$ cat src/rtl/gtj_pkg.sv
// shared types and constants for the greedy text justifier
package gtj_pkg;

    // default sizes of the line and the word list
    localparam int DEF_MAX_WIDTH = 32;
    localparam int DEF_MAX_WORDS = 16;

    // field widths fixed by the interface
    localparam int CHAR_W = 8;
    localparam int LW_W   = 6;

    // reset value of the line width register
    localparam logic [LW_W-1:0] LW_RST = 6'd16;

    // fill character for gaps and padding
    localparam logic [CHAR_W-1:0] SPACE_CHAR = 8'h20;

    // sequencer states
    typedef enum logic [2:0] {
        ST_IDLE,
        ST_PREP,
        ST_DIV,
        ST_EMIT,
        ST_COPY
    } state_t;

endpackage

$ cat src/rtl/greedy_text_justifier.sv
// greedy fully justified text formatter, top level
// sequence: a character inside a word is taken in ST_IDLE; a word end is taken there, then
//   its stored letters are copied into the line one letter per cycle in ST_COPY
// a finished line passes the ST_PREP setup state, $clog2(MAX_WIDTH+1) divide steps when it is
//   justified, then one output character per cycle while out_ready holds
// throughput: one item at a time, set by the letter copy port and the shared subtractor
// reset: asynchronous active low; clears sequencer, counters and output valid, width 16
module greedy_text_justifier #(
    parameter int MAX_WIDTH = gtj_pkg::DEF_MAX_WIDTH,
    parameter int MAX_WORDS = gtj_pkg::DEF_MAX_WORDS
) (
    input  logic                        clk,
    input  logic                        rst_n,
    input  logic                        cfg_we,
    input  logic [gtj_pkg::LW_W-1:0]    cfg_wdata,
    input  logic                        in_valid,
    output logic                        in_ready,
    input  logic [gtj_pkg::CHAR_W-1:0]  char_in,
    input  logic                        word_end,
    input  logic                        text_end,
    output logic                        out_valid,
    input  logic                        out_ready,
    output logic [gtj_pkg::CHAR_W-1:0]  char_out,
    output logic                        line_done,
    output logic                        run_last
);
    import gtj_pkg::*;

    // counter and index widths
    localparam int CW  = $clog2(MAX_WIDTH + 1);
    localparam int AW  = (MAX_WIDTH > 1) ? $clog2(MAX_WIDTH) : 1;
    localparam int WCW = $clog2(MAX_WORDS + 1);
    localparam int WAW = (MAX_WORDS > 1) ? $clog2(MAX_WORDS) : 1;
    localparam int XW  = CW + 1;
    localparam int SW  = CW + 2;

    // letter and size stores
    logic [CHAR_W-1:0] line_mem [0:MAX_WIDTH-1];
    logic [CHAR_W-1:0] word_mem [0:MAX_WIDTH-1];
    logic [CW-1:0]     size_mem [0:MAX_WORDS-1];

    // control registers
    state_t          state_reg, state_next;
    logic [LW_W-1:0] lw_reg, lw_next;
    logic [WCW-1:0]  words_reg, words_next;
    logic [CW-1:0]   letters_reg, letters_next;
    logic [CW-1:0]   cws_reg, cws_next;
    logic            te_reg, te_next;
    logic            fin_reg, fin_next;
    logic [CW-1:0]   cp_reg, cp_next;
    logic [CW-1:0]   col_reg, col_next;
    logic [WCW-1:0]  wi_reg, wi_next;
    logic [CW-1:0]   k_reg, k_next;
    logic [CW-1:0]   src_reg, src_next;
    logic [XW-1:0]   wstart_reg, wstart_next;
    logic [CW-1:0]   cnt_reg, cnt_next;
    logic            ov_reg, ov_next;

    // payload registers
    logic [CW-1:0]     size_reg, size_next;
    logic [CW-1:0]     q_reg, q_next;
    logic [CW-1:0]     r_reg, r_next;
    logic [CW-1:0]     rem_reg, rem_next;
    logic [CW-1:0]     quo_reg, quo_next;
    logic [CHAR_W-1:0] co_reg, co_next;
    logic              ld_reg, ld_next;
    logic              rl_reg, rl_next;

    // derived values
    logic [CW-1:0]   w_eff;
    logic            in_acc;
    logic [CW-1:0]   cws_inc;
    logic [CW-1:0]   size_new;
    logic [SW-1:0]   fit_sum;
    logic            fits;
    logic [CW-1:0]   spare;
    logic [XW-1:0]   div_sh;
    logic [XW-1:0]   div_gaps;
    logic            div_ge;
    logic [XW-1:0]   div_diff;
    logic [CW-1:0]   rem_step;
    logic [CW-1:0]   quo_step;
    logic            emit_fire;
    logic            col_last;
    logic            in_word;
    logic [CW-1:0]   cur_size;
    logic            word_last;
    logic            gap_extra;
    logic [XW-1:0]   wstart_new;
    logic            copy_last;
    logic [CW-1:0]   copy_addr;

    // effective line width, clamped to 1..MAX_WIDTH
    always_comb
    begin
        if (lw_reg == '0)
            w_eff = CW'(1);
        else if (int'(lw_reg) > MAX_WIDTH)
            w_eff = CW'(MAX_WIDTH);
        else
            w_eff = CW'(lw_reg);
    end

    // word end: clamped size and greedy fit test
    assign in_acc   = in_valid && in_ready;
    assign cws_inc  = (cws_reg < w_eff) ? CW'(cws_reg + CW'(1)) : cws_reg;
    assign size_new = (cws_inc < w_eff) ? cws_inc : w_eff;
    assign fit_sum  = SW'(letters_reg) + SW'(words_reg) + SW'(size_new);
    assign fits     = (words_reg == '0) ||
                      ((int'(words_reg) < MAX_WORDS) && (fit_sum <= SW'(w_eff)));

    // spare columns of the line
    assign spare = (letters_reg < w_eff) ? CW'(w_eff - letters_reg) : '0;

    // shared subtractor, one restoring divide step per cycle
    assign div_gaps = XW'(words_reg) - XW'(1);
    assign div_sh   = {rem_reg, quo_reg[CW-1]};
    assign div_ge   = (div_sh >= div_gaps);
    assign div_diff = div_sh - div_gaps;
    assign rem_step = div_ge ? CW'(div_diff) : CW'(div_sh);
    assign quo_step = CW'({quo_reg, div_ge});

    // output column walk
    assign emit_fire  = (state_reg == ST_EMIT) && (!ov_reg || out_ready);
    assign col_last   = (col_reg == CW'(w_eff - CW'(1)));
    assign in_word    = (wi_reg < words_reg) && (XW'(col_reg) >= wstart_reg);
    assign cur_size   = size_mem[wi_reg[WAW-1:0]];
    assign word_last  = (CW'(k_reg + CW'(1)) == cur_size);
    assign gap_extra  = ((XW'(wi_reg) + XW'(1)) <= XW'(r_reg));
    assign wstart_new = XW'(col_reg) + XW'(1) + XW'(q_reg) + XW'(gap_extra);

    // letter copy into the line
    assign copy_last = (CW'(cp_reg + CW'(1)) == size_reg);
    assign copy_addr = CW'(letters_reg + cp_reg);

    // next state
    always_comb
    begin
        state_next = state_reg;
        case (state_reg)
            ST_IDLE:
            begin
                if (in_acc && word_end)
                    state_next = fits ? ST_COPY : ST_PREP;
            end
            ST_PREP:
            begin
                if ((words_reg > WCW'(1)) && !fin_reg)
                    state_next = ST_DIV;
                else
                    state_next = ST_EMIT;
            end
            ST_DIV:
            begin
                if (cnt_reg == '0)
                    state_next = ST_EMIT;
            end
            ST_EMIT:
            begin
                if (emit_fire && col_last)
                    state_next = fin_reg ? ST_IDLE : ST_COPY;
            end
            ST_COPY:
            begin
                if (copy_last)
                    state_next = te_reg ? ST_PREP : ST_IDLE;
            end
            default:
            begin
                state_next = ST_IDLE;
            end
        endcase
    end

    // handshake outputs
    always_comb
    begin
        in_ready  = (state_reg == ST_IDLE);
        out_valid = ov_reg;
        char_out  = co_reg;
        line_done = ld_reg;
        run_last  = rl_reg;
    end

    // datapath next values
    always_comb
    begin
        lw_next      = cfg_we ? cfg_wdata : lw_reg;
        words_next   = words_reg;
        letters_next = letters_reg;
        cws_next     = cws_reg;
        te_next      = te_reg;
        fin_next     = fin_reg;
        cp_next      = cp_reg;
        col_next     = col_reg;
        wi_next      = wi_reg;
        k_next       = k_reg;
        src_next     = src_reg;
        wstart_next  = wstart_reg;
        cnt_next     = cnt_reg;
        size_next    = size_reg;
        q_next       = q_reg;
        r_next       = r_reg;
        rem_next     = rem_reg;
        quo_next     = quo_reg;
        co_next      = co_reg;
        ld_next      = ld_reg;
        rl_next      = rl_reg;
        ov_next      = (ov_reg && out_ready) ? 1'b0 : ov_reg;

        case (state_reg)
            ST_IDLE:
            begin
                if (in_acc)
                begin
                    cws_next = cws_inc;
                    if (word_end)
                    begin
                        size_next = size_new;
                        te_next   = text_end;
                        fin_next  = 1'b0;
                        cp_next   = '0;
                    end
                end
            end
            ST_PREP:
            begin
                col_next    = '0;
                wi_next     = '0;
                k_next      = '0;
                src_next    = '0;
                wstart_next = '0;
                q_next      = CW'(1);
                r_next      = '0;
                rem_next    = '0;
                quo_next    = spare;
                cnt_next    = CW'(CW - 1);
            end
            ST_DIV:
            begin
                rem_next = rem_step;
                quo_next = quo_step;
                cnt_next = CW'(cnt_reg - CW'(1));
                if (cnt_reg == '0)
                begin
                    q_next = quo_step;
                    r_next = rem_step;
                end
            end
            ST_EMIT:
            begin
                if (emit_fire)
                begin
                    ov_next  = 1'b1;
                    co_next  = in_word ? line_mem[src_reg[AW-1:0]] : SPACE_CHAR;
                    ld_next  = col_last;
                    rl_next  = col_last && (fin_reg || !te_reg);
                    col_next = CW'(col_reg + CW'(1));
                    if (in_word)
                    begin
                        src_next = CW'(src_reg + CW'(1));
                        if (word_last)
                        begin
                            wi_next     = WCW'(wi_reg + WCW'(1));
                            k_next      = '0;
                            wstart_next = wstart_new;
                        end
                        else
                        begin
                            k_next = CW'(k_reg + CW'(1));
                        end
                    end
                    if (col_last)
                    begin
                        words_next   = '0;
                        letters_next = '0;
                        cp_next      = '0;
                        if (fin_reg)
                        begin
                            cws_next = '0;
                            te_next  = 1'b0;
                            fin_next = 1'b0;
                        end
                    end
                end
            end
            ST_COPY:
            begin
                cp_next = CW'(cp_reg + CW'(1));
                if (copy_last)
                begin
                    words_next   = WCW'(words_reg + WCW'(1));
                    letters_next = CW'(letters_reg + size_reg);
                    cws_next     = '0;
                    if (te_reg)
                        fin_next = 1'b1;
                end
            end
            default:
            begin
            end
        endcase
    end

    // control registers
    always_ff @(posedge clk or negedge rst_n)
    begin
        if (!rst_n)
        begin
            state_reg   <= ST_IDLE;
            lw_reg      <= LW_RST;
            words_reg   <= '0;
            letters_reg <= '0;
            cws_reg     <= '0;
            te_reg      <= 1'b0;
            fin_reg     <= 1'b0;
            cp_reg      <= '0;
            col_reg     <= '0;
            wi_reg      <= '0;
            k_reg       <= '0;
            src_reg     <= '0;
            wstart_reg  <= '0;
            cnt_reg     <= '0;
            ov_reg      <= 1'b0;
        end
        else
        begin
            state_reg   <= state_next;
            lw_reg      <= lw_next;
            words_reg   <= words_next;
            letters_reg <= letters_next;
            cws_reg     <= cws_next;
            te_reg      <= te_next;
            fin_reg     <= fin_next;
            cp_reg      <= cp_next;
            col_reg     <= col_next;
            wi_reg      <= wi_next;
            k_reg       <= k_next;
            src_reg     <= src_next;
            wstart_reg  <= wstart_next;
            cnt_reg     <= cnt_next;
            ov_reg      <= ov_next;
        end
    end

    // payload registers
    always_ff @(posedge clk)
    begin
        size_reg <= size_next;
        q_reg    <= q_next;
        r_reg    <= r_next;
        rem_reg  <= rem_next;
        quo_reg  <= quo_next;
        co_reg   <= co_next;
        ld_reg   <= ld_next;
        rl_reg   <= rl_next;
    end

    // letter and size store writes
    always_ff @(posedge clk)
    begin
        if ((state_reg == ST_IDLE) && in_acc && (cws_reg < w_eff))
            word_mem[cws_reg[AW-1:0]] <= char_in;
        if (state_reg == ST_COPY)
        begin
            line_mem[copy_addr[AW-1:0]] <= word_mem[cp_reg[AW-1:0]];
            if (copy_last)
                size_mem[words_reg[WAW-1:0]] <= size_reg;
        end
    end

    // the line never holds more words or letters than it can
    assert property (@(posedge clk) disable iff (!rst_n)
        (int'(words_reg) <= MAX_WORDS) && (int'(letters_reg) <= MAX_WIDTH))
    else $error("line word or letter count out of range");

    // the output column stays inside the line while emitting
    assert property (@(posedge clk) disable iff (!rst_n)
        (state_reg == ST_EMIT) |-> (col_reg < w_eff))
    else $error("output column beyond line width");

    // a character inside a word leaves the block ready for the next character
    assert property (@(posedge clk) disable iff (!rst_n)
        (in_valid && in_ready && !word_end) |=> in_ready)
    else $error("not ready after a mid-word character");

    // the last character of a run always ends a line
    assert property (@(posedge clk) disable iff (!rst_n)
        (out_valid && run_last) |-> line_done)
    else $error("run end without line end");

endmodule
$ cat config.mk
export PLATFORM = sky130hd
export DESIGN_NAME = greedy_text_justifier
export DESIGN_NICKNAME = d
export VERILOG_FILES = /design/src/rtl/gtj_pkg.sv /design/src/rtl/greedy_text_justifier.sv
export SDC_FILE = /design/constraint.sdc
export NUM_CORES = 1
export LEC_CHECK = 0
export ABC_AREA = 1
export ABC_CLOCK_PERIOD_IN_PS = 8000
export BUFFER_PORTS_ARGS = -buffer_cell sky130_fd_sc_hd__buf_2
export CAP_MARGIN = 20
export CORE_UTILIZATION = 47
export DETAILED_ROUTE_END_ITERATION = 8
export PLACE_DENSITY = 0.61
export SKIP_LAST_GASP = 1
export SYNTH_ARGS = -nofsm -noshare
export SYNTH_HDL_FRONTEND = slang
export SYNTH_SLANG_ARGS = --single-unit
$ cat constraint.sdc
create_clock -name clk -period 8 [get_ports clk]
set_input_delay 0.8 -clock clk [delete_from_list [all_inputs] [get_ports clk]]
set_output_delay 0.8 -clock clk [all_outputs]
set_load 0.01 [all_outputs]
After elaboration in Yosys (flattened, before gate mapping):

Memories as Yosys holds them, arrays and structs flattened. A register that Yosys moved wholly into a read port is not among the register bits.
Cells that the tools add are included.

* register bits after elaboration: 103
* memory bits (writable): 608
* input port bits: 21
* output and inout port bits: 12
* logic and storage cells: 193
* memories kept: 3

Memory list
* line_mem: depth 32, width 8, rd ports 1, clocked after Yosys merged registers in 1, wr ports 1, RTL line greedy_text_justifier.sv:38 `logic [CHAR_W-1:0] line_mem [0:MAX_WIDTH-1];`
* word_mem: depth 32, width 8, rd ports 1, clocked after Yosys merged registers in 0, wr ports 1, RTL line greedy_text_justifier.sv:39 `logic [CHAR_W-1:0] word_mem [0:MAX_WIDTH-1];`
* size_mem: depth 16, width 6, rd ports 1, clocked after Yosys merged registers in 0, wr ports 1, RTL line greedy_text_justifier.sv:40 `logic [CW-1:0] size_mem [0:MAX_WORDS-1];`

* $add $sub $neg: 20
* order comparisons: 11
* equality and inequality tests: 19
* muxes and demuxes: 79
* reduce and logical (&&, ||, !) cells: 39

Operators with widths (count)
* 6-bit two-way mux: 24
* 6-bit one-hot mux with 2 select lines: 9
* 6-bit one-hot mux with 3 select lines: 2
* 6-bit by 1-bit adder with 6-bit output (second input constant): 5
* 5-bit two-way mux: 6
* 1-bit two-way mux: 23
* 7-bit two-way mux: 3
* 5-bit one-hot mux with 2 select lines: 2
* 6-bit equality test: 3
* 6-bit < comparator: 3
* 3-bit two-way mux: 6
* 2-bit inequality test (second input constant): 8
* 3-bit one-hot mux with 5 select lines: 1
* 7-bit one-hot mux with 2 select lines: 1
* 6-bit logical NOT: 2
* 4-bit AND reduction: 3
* 6-bit AND reduction: 2
* 6-bit by 1-bit subtractor with 6-bit output (second input constant): 2
* 6-bit subtractor: 2
* 1-bit logical AND: 11
* 5-bit by 1-bit adder with 5-bit output (second input constant): 2
* 7-bit by 6-bit adder with 8-bit output: 1
* 8-bit by 6-bit <= comparator with 1-bit output: 1
* 2-bit by 1-bit inequality test with 1-bit output (second input constant): 4
* other kinds (30): 42

Depth between registers and ports, before layout:

Gate-level depths: netlist (run 1).

* depth after elaboration: 14
* mapped depth: 42
* mapped depth without buffers: 42

Worst setup path after synthesis (run 1):

OpenSTA, ideal clock, no wires.

* path type: register to register
* from: register lw_reg[2]
* to: register state_reg[2]
* setup time: 0.067 ns
* data arrival time: 5.695 ns
* required time: 7.933 ns
* slack: 2.238 ns
* stages on the path, launching flop included: 41
* buffers on the path: 0
* clock period less this slack: 5.762 ns
* cell sequence: dfrtp_1 -> nor2_1 -> nand3_1 -> nand2_1 -> nand2_1 -> ha_1 -> nand2_1 -> nand2_1 -> nand2_1 -> nand2_1 -> inv_1 -> o21ai_0 -> inv_1 -> ha_1 -> a21oi_1 -> nor2_1 -> a211oi_1 -> nand2_2 -> [5 not listed] -> inv_1 -> fa_1 -> o21ai_0 -> nand2_1 -> nand3_1 -> nand2_1 -> ha_1 -> nand2_1 -> inv_1 -> nand2_1 -> nand2_1 -> nand2_1 -> nand4_1 -> nand2_1 -> nand2_1 -> o21ai_0 -> nand3_1 -> nand2_1

* longest elaborated chain between the ends: 14
* elaborated cells between the ends (all ways): 20
* those cells by class: 2 x add/sub; 4 x order compare; 2 x eq/ne; 7 x mux; 5 x reduce/logical

Ends and longest elaborated chain
* from (decl): RTL line greedy_text_justifier.sv:44 `logic [LW_W-1:0] lw_reg, lw_next;`
* from (signal assigned): RTL line greedy_text_justifier.sv:329 `lw_reg <= lw_next;`
* 6-bit > comparator: RTL line greedy_text_justifier.sv:98 `else if (int'(lw_reg) > MAX_WIDTH)`
* 6-bit two-way mux: RTL line greedy_text_justifier.sv:98
* 6-bit two-way mux (*): RTL line greedy_text_justifier.sv:96 `if (lw_reg == '0)`
* 6-bit < comparator: RTL line greedy_text_justifier.sv:106 `assign cws_inc = (cws_reg < w_eff) ? CW'(cws_reg + CW'(1)) : cws_reg;`
* 6-bit two-way mux: RTL line greedy_text_justifier.sv:106
* 6-bit < comparator: RTL line greedy_text_justifier.sv:107 `assign size_new = (cws_inc < w_eff) ? cws_inc : w_eff;`
* 6-bit two-way mux: RTL line greedy_text_justifier.sv:107
* 7-bit by 6-bit adder with 8-bit output: RTL line greedy_text_justifier.sv:108 `assign fit_sum = SW'(letters_reg) + SW'(words_reg) + SW'(size_new);`
* 8-bit by 6-bit <= comparator with 1-bit output: RTL line greedy_text_justifier.sv:110 `((int'(words_reg) < MAX_WORDS) && (fit_sum <= SW'(w_eff)));`
* 1-bit logical AND: RTL line greedy_text_justifier.sv:110
* 1-bit logical OR: RTL line greedy_text_justifier.sv:109 `assign fits = (words_reg == '0) ||`
* 3-bit two-way mux: RTL line greedy_text_justifier.sv:144 `state_next = fits ? ST_COPY : ST_PREP;`
* 3-bit two-way mux: RTL line greedy_text_justifier.sv:143 `if (in_acc && word_end)`
* 3-bit one-hot mux with 5 select lines: RTL line greedy_text_justifier.sv:140 `case (state_reg)`
* to (signal assigned): RTL line greedy_text_justifier.sv:328 `state_reg <= state_next;`
* to (decl): RTL line greedy_text_justifier.sv:43 `state_t state_reg, state_next;`

Every way passes the cells marked *; elsewhere a longest branch is shown, timed or not. The select of a mux whose other input is x is not followed.
A chain may end at the register's enable or synchronous reset.

Worst setup path in the final report (run 1):

* from: register lw_reg[5]
* to: register state_reg[2]

Same word-level chain as after synthesis.

==> key figures, run 1 <==
Yosys
  • Flip-flop and latch count after synthesis: 718
  • Synth async-reset ratio: 0.0975
  • Top_reg_cell synth: edfxtp_1
  • Synth cell types: 53
  • Synthesized Nets: 2943
  • Post-synthesis cell type with the largest combined area: edfxtp_1
  • Area contributors post-synth: edfxtp_1 (61%), dfrtp_1 (5.4%), nand2_1 (5.1%)
  • Seq/Total Area, Yosys: 0.662
  • Gate Count Post-Synth: 2822
  • Number of synthesized flops with an enable pin: 648
  • Ys Warns: 0
  • Most frequent cell after synthesis: edfxtp_1
  • Synth top area share: 0.607
  • Post-synth design cell area: 32100 um2
  • Avg Inst Size Synth: 11.4 um2
  • Synth cell count leaders: edfxtp_1 (648), nand2_1 (433), nor2_1 (433)

Finish
  • Layout area overhead: 10.9%
  • # fillers: 5749
  • Final #Nets: 2960
  • Post-route insts no fill: 3776
  • Antenna Diode Count: 0
  • Design Area, Final: 35500 um2
  • Reg area: 21200 um2
  • Multi-input gate area: 9710 um2
  • Share of cells above drive strength 1: 0.0761

Timing
  • Fin. max-slew vios: 0
  • Fin. Hold Viols: 0
  • Fin crit share: 0.793
  • RSZ-0062 raised after global routing: no
  • Clock Skews: 0.0284 ns
  • Min Tclk post-route: 6.34 ns
  • Slew headroom: 0.302
  • Max Freq: 158 MHz
  • Final hold slack: 0.105 ns
  • Aggregate negative setup slack: 0 ns
  • Worst slew pin tran: 1.04 ns
  • Setup violations, final: 0

Global route
  • Overflow after GRT: 0
  • Vias in the first global route: 21000
  • GR Util All Layers: 0.230
  • Largest net degree at the start of global routing: 98
  • First-pass GRT wire length: 123 mm
  • Initial antenna violation count: 0

Placed design
  • Post-DP Area: 33100 um2
  • Routability Congestion: 0.887
  • Post-DP HPWL: 49.9 mm
  • PortBufs: 32
  • Placed insts: 3632

Floorplan
  • Die Y: 263 um
  • Core area: 67300 um2
  • Die W: 263 um
  • Num ports: 33
  • DIE AREA: 69300 um2
  • Num rows: 95
  • Initial Util: 0.476

Clock network
  • Maximum buffer depth of the clock tree: 3
  • # resized after CTS: 0
  • Sink Count: 718
  • H-tree levels: 3
  • TritonCTS clock tree: done
  • Root buf cell: clkbuf_16
  • Setup Buffers After CTS: 0
  • TritonCTS buffer count: 78
  • Clock Latency Late Sink: 0.64 ns
  • Clock slew at reported path FFs: 0.06 ns
  • Hold Buf Count CTS: 0

Critical path
  • CP bufs+invs: 7
  • Worst Path Required: 8.57 ns
  • CP Max Fanout: 9
  • Most frequent CP cell: nand2_1
  • Critical path class: flip-flop to flip-flop
  • CP max stage delay: 0.46 ns
  • Worst-path cell with the longest stage delay: dfrtp_1
  • Worst setup SP type: flip-flop
  • Crit-path leading delay family: adder cells
  • Crit path DAT: 6.91 ns
  • Worst Setup End Kind: flip-flop

Routing
  • Iter 0 DRT Violations: 2058
  • TritonRoute pass-1 iters: 5
  • DR DRC count: 0
  • Post-DR vias/cell: 5.69
  • DR vias: 21500
  • Routed Antenna Nets: 0
  • Wirelength, routed: 79.1 mm
  • Per-cell routed wire length: 21.0 um

Pwr
  • Switching Share: 0.362
  • Clock network power share: 0.268
  • Comb pwr share: 0.320
  • Maximum VDD drop: 0.242 mV
  • Reg power frac: 0.412
  • Cell Pwr Density: 358 nW/um2
  • Net Sw Power: 0.00461 W
  • Leak: 13.1 nW
  • Internal power: 0.00813 W

Outcome
  • Run status: completed

Job
  • Maximum capacitance violations: 0

Hold path
  • Hold Crit Class: input port to async pin
[metrics by stage]
step	total power (W)	worst slack (ns)	utilization
after floorplan	0.00787	2.24	-
after global placement	0.00926	2.02	0.492
after detailed placement	0.00937	1.85	0.492
after CTS	0.0128	1.77	0.528
after global routing	0.0134	1.07	0.528
final	0.0127	1.66	0.528
[cell type report]
class,count,share of cell area
inverters,179,0.0190
clock buffers,105,0.0589
flip-flops and latches,718,0.597
well taps,873,0.0307
clock inverters,39,0.00908
multi-input cells,1795,0.273
repair buffers,67,0.0121
[placed cells by master (no fill, tap or decap), types with 3 or more instances in the layout]
| cell type | count |
|---|---|
| nor2_2 | 3 |
| buf_4 | 35 |
| a31oi_1 | 7 |
| nand4_1 | 30 |
| nor3_1 | 8 |
| clkinv_2 | 7 |
| o31ai_4 | 8 |
| buf_2 | 31 |
| nor4_1 | 3 |
| ha_1 | 89 |
| o221ai_1 | 36 |
| o21ai_2 | 3 |
| clkbuf_1 | 24 |
| inv_6 | 4 |
| inv_2 | 7 |
| o211ai_1 | 12 |
| nand3_1 | 126 |
| bufinv_16 | 3 |
| nor2_1 | 433 |
| a211oi_1 | 3 |
| o22ai_1 | 108 |
| dfrtp_1 | 65 |
| inv_1 | 166 |
| a21o_1 | 3 |
| xnor2_1 | 16 |
| edfxtp_1 | 648 |
| clkbuf_16 | 79 |
| xor2_1 | 27 |
| o21ai_0 | 289 |
| o21ai_1 | 7 |
| nand2_2 | 10 |
| mux2_2 | 3 |
| nor3_2 | 4 |
| clkinv_1 | 23 |
| a21oi_1 | 69 |
| nand2_1 | 433 |
| fa_1 | 11 |
| mux2i_1 | 32 |
[routing by layer]
| metal | up-vias | wire length (um) | GRT usage |
|---|---|---|---|
| met2 | 673 | 36700 | 0.364 |
| met4 | 0 | 1550 | 0.0675 |
| met3 | 112 | 4680 | 0.0359 |
| met5 | - | 0 | 0 |
| met1 | 10600 | 36200 | 0.329 |
| li1 | 10100 | - | - |
[final timing paths]
path | from | to | slack, ns | cells past startpoint
worst max-delay path | lw_reg[5]$_DFFE_PN0P_ | state_reg[2]$_DFFE_PN0P_ | 1.66 | 36
worst min-delay path | rst_n | wi_reg[3]$_DFFE_PN0P_ | 0.10 | 1
max in group asynchronous | rst_n | src_reg[0]$_DFFE_PN0P_ | 6.90 | 2
worst max register to register | lw_reg[5]$_DFFE_PN0P_ | state_reg[2]$_DFFE_PN0P_ | 1.66 | 36
min in group clk | cfg_wdata[4] | lw_reg[4]$_DFFE_PN1P_ | 0.40 | 2
worst min register to register | wstart_reg[2]$_DFFE_PN0P_ | wstart_reg[2]$_DFFE_PN0P_ | 0.48 | 2
[cell families after synthesis]
| family | share of synthesized area |
|---|---|
| flops | 0.662 |
| mux | 0.0110 |
| buf+inv | 0.0395 |
| xor+xnor | 0.0117 |
| compound gates | 0.0997 |
| fa+ha+maj | 0.0416 |
| simple gates | 0.135 |
[power groups by stage]
stage | Sequential [W] | Clock [W] | Combinational (W)
3_5_place_dp | 0.00533 | 0 | 0.00405
4_1_cts | 0.00525 | 0.00347 | 0.00407
3_3_place_gp | 0.00532 | 0 | 0.00395
5_1_grt | 0.00529 | 0.00360 | 0.00452
2_1_floorplan | 0.00520 | 0 | 0.00267
6_report | 0.00525 | 0.00341 | 0.00407
(Power assumes the default switching activity.)
==> run 2, diff against run 1 <==
--- a/config.mk
+++ b/config.mk
@@ -6,7 +6,7 @@
 export NUM_CORES = 1
 export LEC_CHECK = 0
 export ABC_AREA = 1
-export ABC_CLOCK_PERIOD_IN_PS = 8000
+export ABC_CLOCK_PERIOD_IN_PS = 6300
 export BUFFER_PORTS_ARGS = -buffer_cell sky130_fd_sc_hd__buf_2
 export CAP_MARGIN = 20
 export CORE_UTILIZATION = 47
==> constraint.sdc (replaced) <==
create_clock -name clk -period 6.3 [get_ports clk]
set_input_delay 0.63 -clock clk [delete_from_list [all_inputs] [get_ports clk]]
set_output_delay 0.63 -clock clk [all_outputs]
set_load 0.01 [all_outputs]
==> key figures, run 2 (synthesized netlist as in run 1, its figures left out) <==
Floorplan
  • Core area: 67300 um2 (unchanged)
  • Die W: 263 um (unchanged)
  • Die Y: 263 um (unchanged)
  • Num ports: 33 (unchanged)
  • Num rows: 95 (unchanged)
  • DIE AREA: 69300 um2 (unchanged)
  • Initial Util: 0.476 (unchanged)

Finish
  • # fillers: 5720 (-0.50%)
  • Layout area overhead: 11.2%
  • Post-route insts no fill: 3780 (+0.11%)
  • Most common cell after layout, fill and taps aside: edfxtp_1
  • Antenna Diode Count: 0 (unchanged)
  • Commonest non-fill, non-tap cells in the layout: edfxtp_1 (648), nor2_1 (433), nand2_1 (433)
  • Share of cells above drive strength 1: 0.0815 (+0.00540)
  • Final #Nets: 2967 (+0.24%)

Timing
  • Final hold slack: 0.155 ns (+0.0500 ns)
  • Slew headroom: 0.333 (+0.0303)
  • Clock Skews: 0.0369 ns (+0.00849 ns)
  • Max Freq: 173 MHz (+9.5%)
  • RSZ-0062 raised after global routing: no
  • Fin. max-slew vios: 0 (unchanged)
  • Min Tclk post-route: 5.79 ns (-0.549 ns)
  • Post-route setup slack: 0.509 ns (-1.15 ns)
  • Fin. Hold Viols: 0 (unchanged)
  • Setup violations, final: 0 (unchanged)
  • Fin crit share: 0.919 (+0.127)
  • Worst slew pin tran: 0.997 ns (-0.0453 ns)
  • Aggregate negative setup slack: 0 ns (unchanged)

Critical path
  • CP bufs+invs: 6 (-1)
  • Worst-path cell with the longest stage delay: dfrtp_2
  • Crit path DAT: 6.33 ns (-0.58 ns)
  • CP Max Fanout: 9 (unchanged)
  • Most frequent CP cell: nand2_1
  • Worst Path Required: 6.84 ns (-1.73 ns)
  • Critical path class: flip-flop to flip-flop
  • CP max stage delay: 0.47 ns (about the same)
  • Crit-path leading delay family: adder cells
  • Worst Setup End Kind: flip-flop
  • Worst setup SP type: flip-flop

Routing
  • Wirelength, routed: 79.3 mm (+0.19%)
  • Iter 0 DRT Violations: 1964 (-4.6%)
  • Routed Antenna Nets: 0 (unchanged)
  • Per-cell routed wire length: 21.0 um (about the same)
  • Post-DR vias/cell: 5.71 (+0.32%)
  • DR vias: 21600 (+0.43%)
  • TritonRoute pass-1 iters: 5 (unchanged)
  • DR DRC count: 0 (unchanged)

Global route
  • Met1 GRT Util: 0.324 (-0.00454)
  • First-pass GRT wire length: 123 mm (-0.52%)
  • Largest net degree at the start of global routing: 77 (-21%)
  • GRT Max-Usage Layer: met2
  • GR Util All Layers: 0.229 (-0.00136)
  • Initial antenna violation count: 0 (unchanged)
  • Met3 GRT Util: 0.0387 (+0.00281)
  • Met2 Usage GRT: 0.365 (+0.00164)
  • Vias in the first global route: 21100 (+0.63%)
  • Overflow after GRT: 0 (unchanged)

Clock network
  • Hold Buf Count CTS: 0 (unchanged)
  • TritonCTS clock tree: done
  • # resized after CTS: 0 (unchanged)
  • Root buf cell: clkbuf_16
  • Clock Latency Late Sink: 0.63 ns (about the same)
  • TritonCTS buffer count: 78 (unchanged)
  • H-tree levels: 3 (unchanged)
  • Maximum buffer depth of the clock tree: 3 (unchanged)
  • Setup Buffers After CTS: 0 (unchanged)
  • Sink Count: 718 (unchanged)
  • Clock slew at reported path FFs: 0.06 ns (about the same)

Hold path
  • Hold Crit Class: input port to async pin

Placed design
  • Dpl ws: 0.246 ns (-1.60 ns)
  • Routability Congestion: 0.875 (-1.3%)
  • Placed insts: 3639 (+0.19%)
  • PortBufs: 32 (unchanged)
  • Post-DP HPWL: 50.0 mm (+0.35%)

Pwr
  • Pwr Total: 0.0163 W (+28%)
  • Maximum VDD drop: 0.246 mV (+1.6%)
  • Cell Pwr Density: 458 nW/um2 (+28%)
  • Leak: 13.2 nW (+0.60%)

Job
  • Maximum capacitance violations: 0 (unchanged)

Outcome
  • Run status: completed
run 2: changes by cell type in the layout (fill, tap and decap cells not counted), moves of 3 or more:
| cell | before | now |
|---|---|---|
| clkbuf_1 | 24 | 15 |
| buf_4 | 35 | 43 |
| clkinv_1 | 23 | 19 |
| nor3_2 | 4 | 1 |
| clkinv_2 | 7 | 15 |
| bufinv_16 | 3 | 7 |
| nor3_1 | 8 | 11 |
run 2: metrics by stage:
stage	area [um2]	util
finish	35700	0.530
global route	35700	0.530
CTS	35600	0.530
detailed placement	33200	0.493
global placement	33100	0.493
floorplan	32100	-
run 2: area by class of cell:
| type | instances | area [um2] | area share |
|---|---|---|---|
| Sequential cell | 718 | 21200 | 0.595 |
| Clock buffer | 95 | 2050 | 0.0574 |
| Tap cell | 873 | 1090 | 0.0306 |
| Multi-Input combinational cell | 1795 | 9700 | 0.272 |
| Timing Repair Buffer | 74 | 478 | 0.0134 |
| Clock inverter | 46 | 433 | 0.0121 |
| Inverter | 179 | 678 | 0.0190 |
run 2: worst paths after layout:
kind	from	to	slack [ns]	cells past startpoint
max	lw_reg[5]$_DFFE_PN0P_	state_reg[2]$_DFFE_PN0P_	0.51	37
min	rst_n	k_reg[1]$_DFFE_PN0P_	0.15	1
max reg2reg	lw_reg[5]$_DFFE_PN0P_	state_reg[2]$_DFFE_PN0P_	0.51	37
min reg2reg	wstart_reg[4]$_DFFE_PN0P_	wstart_reg[4]$_DFFE_PN0P_	0.47	2
max in group asynchronous	rst_n	cp_reg[0]$_DFFE_PN0P_	5.35	1
min in group clk	cfg_wdata[4]	lw_reg[4]$_DFFE_PN1P_	0.27	2
run 2: worst reg2reg max path: cells and delay by family (launching register included):
kind                       cells  cell delay, ns
AOI/OAI and AO/OA              6            1.07
adders and majority gates      6            1.95
buffers and inverters          6            0.48
DFF                            1            0.47
and+or+nand+nor               19            1.76
run 2: power breakdown:
| group | switching, W | total, W | leakage, nW | internal (W) |
|---|---|---|---|---|
| registers | 0.000319 | 0.00665 | 6.76 | 0.00633 |
| clock network | 0.00187 | 0.00447 | 1.21 | 0.00261 |
| logic | 0.00369 | 0.00522 | 5.18 | 0.00153 |
run 2: per-layer routing:
layer,up-vias,share of wire
li1,10100,-
met1,10600,0.45
met2,704,0.47
met3,122,0.063
met4,0,0.020
met5,-,0
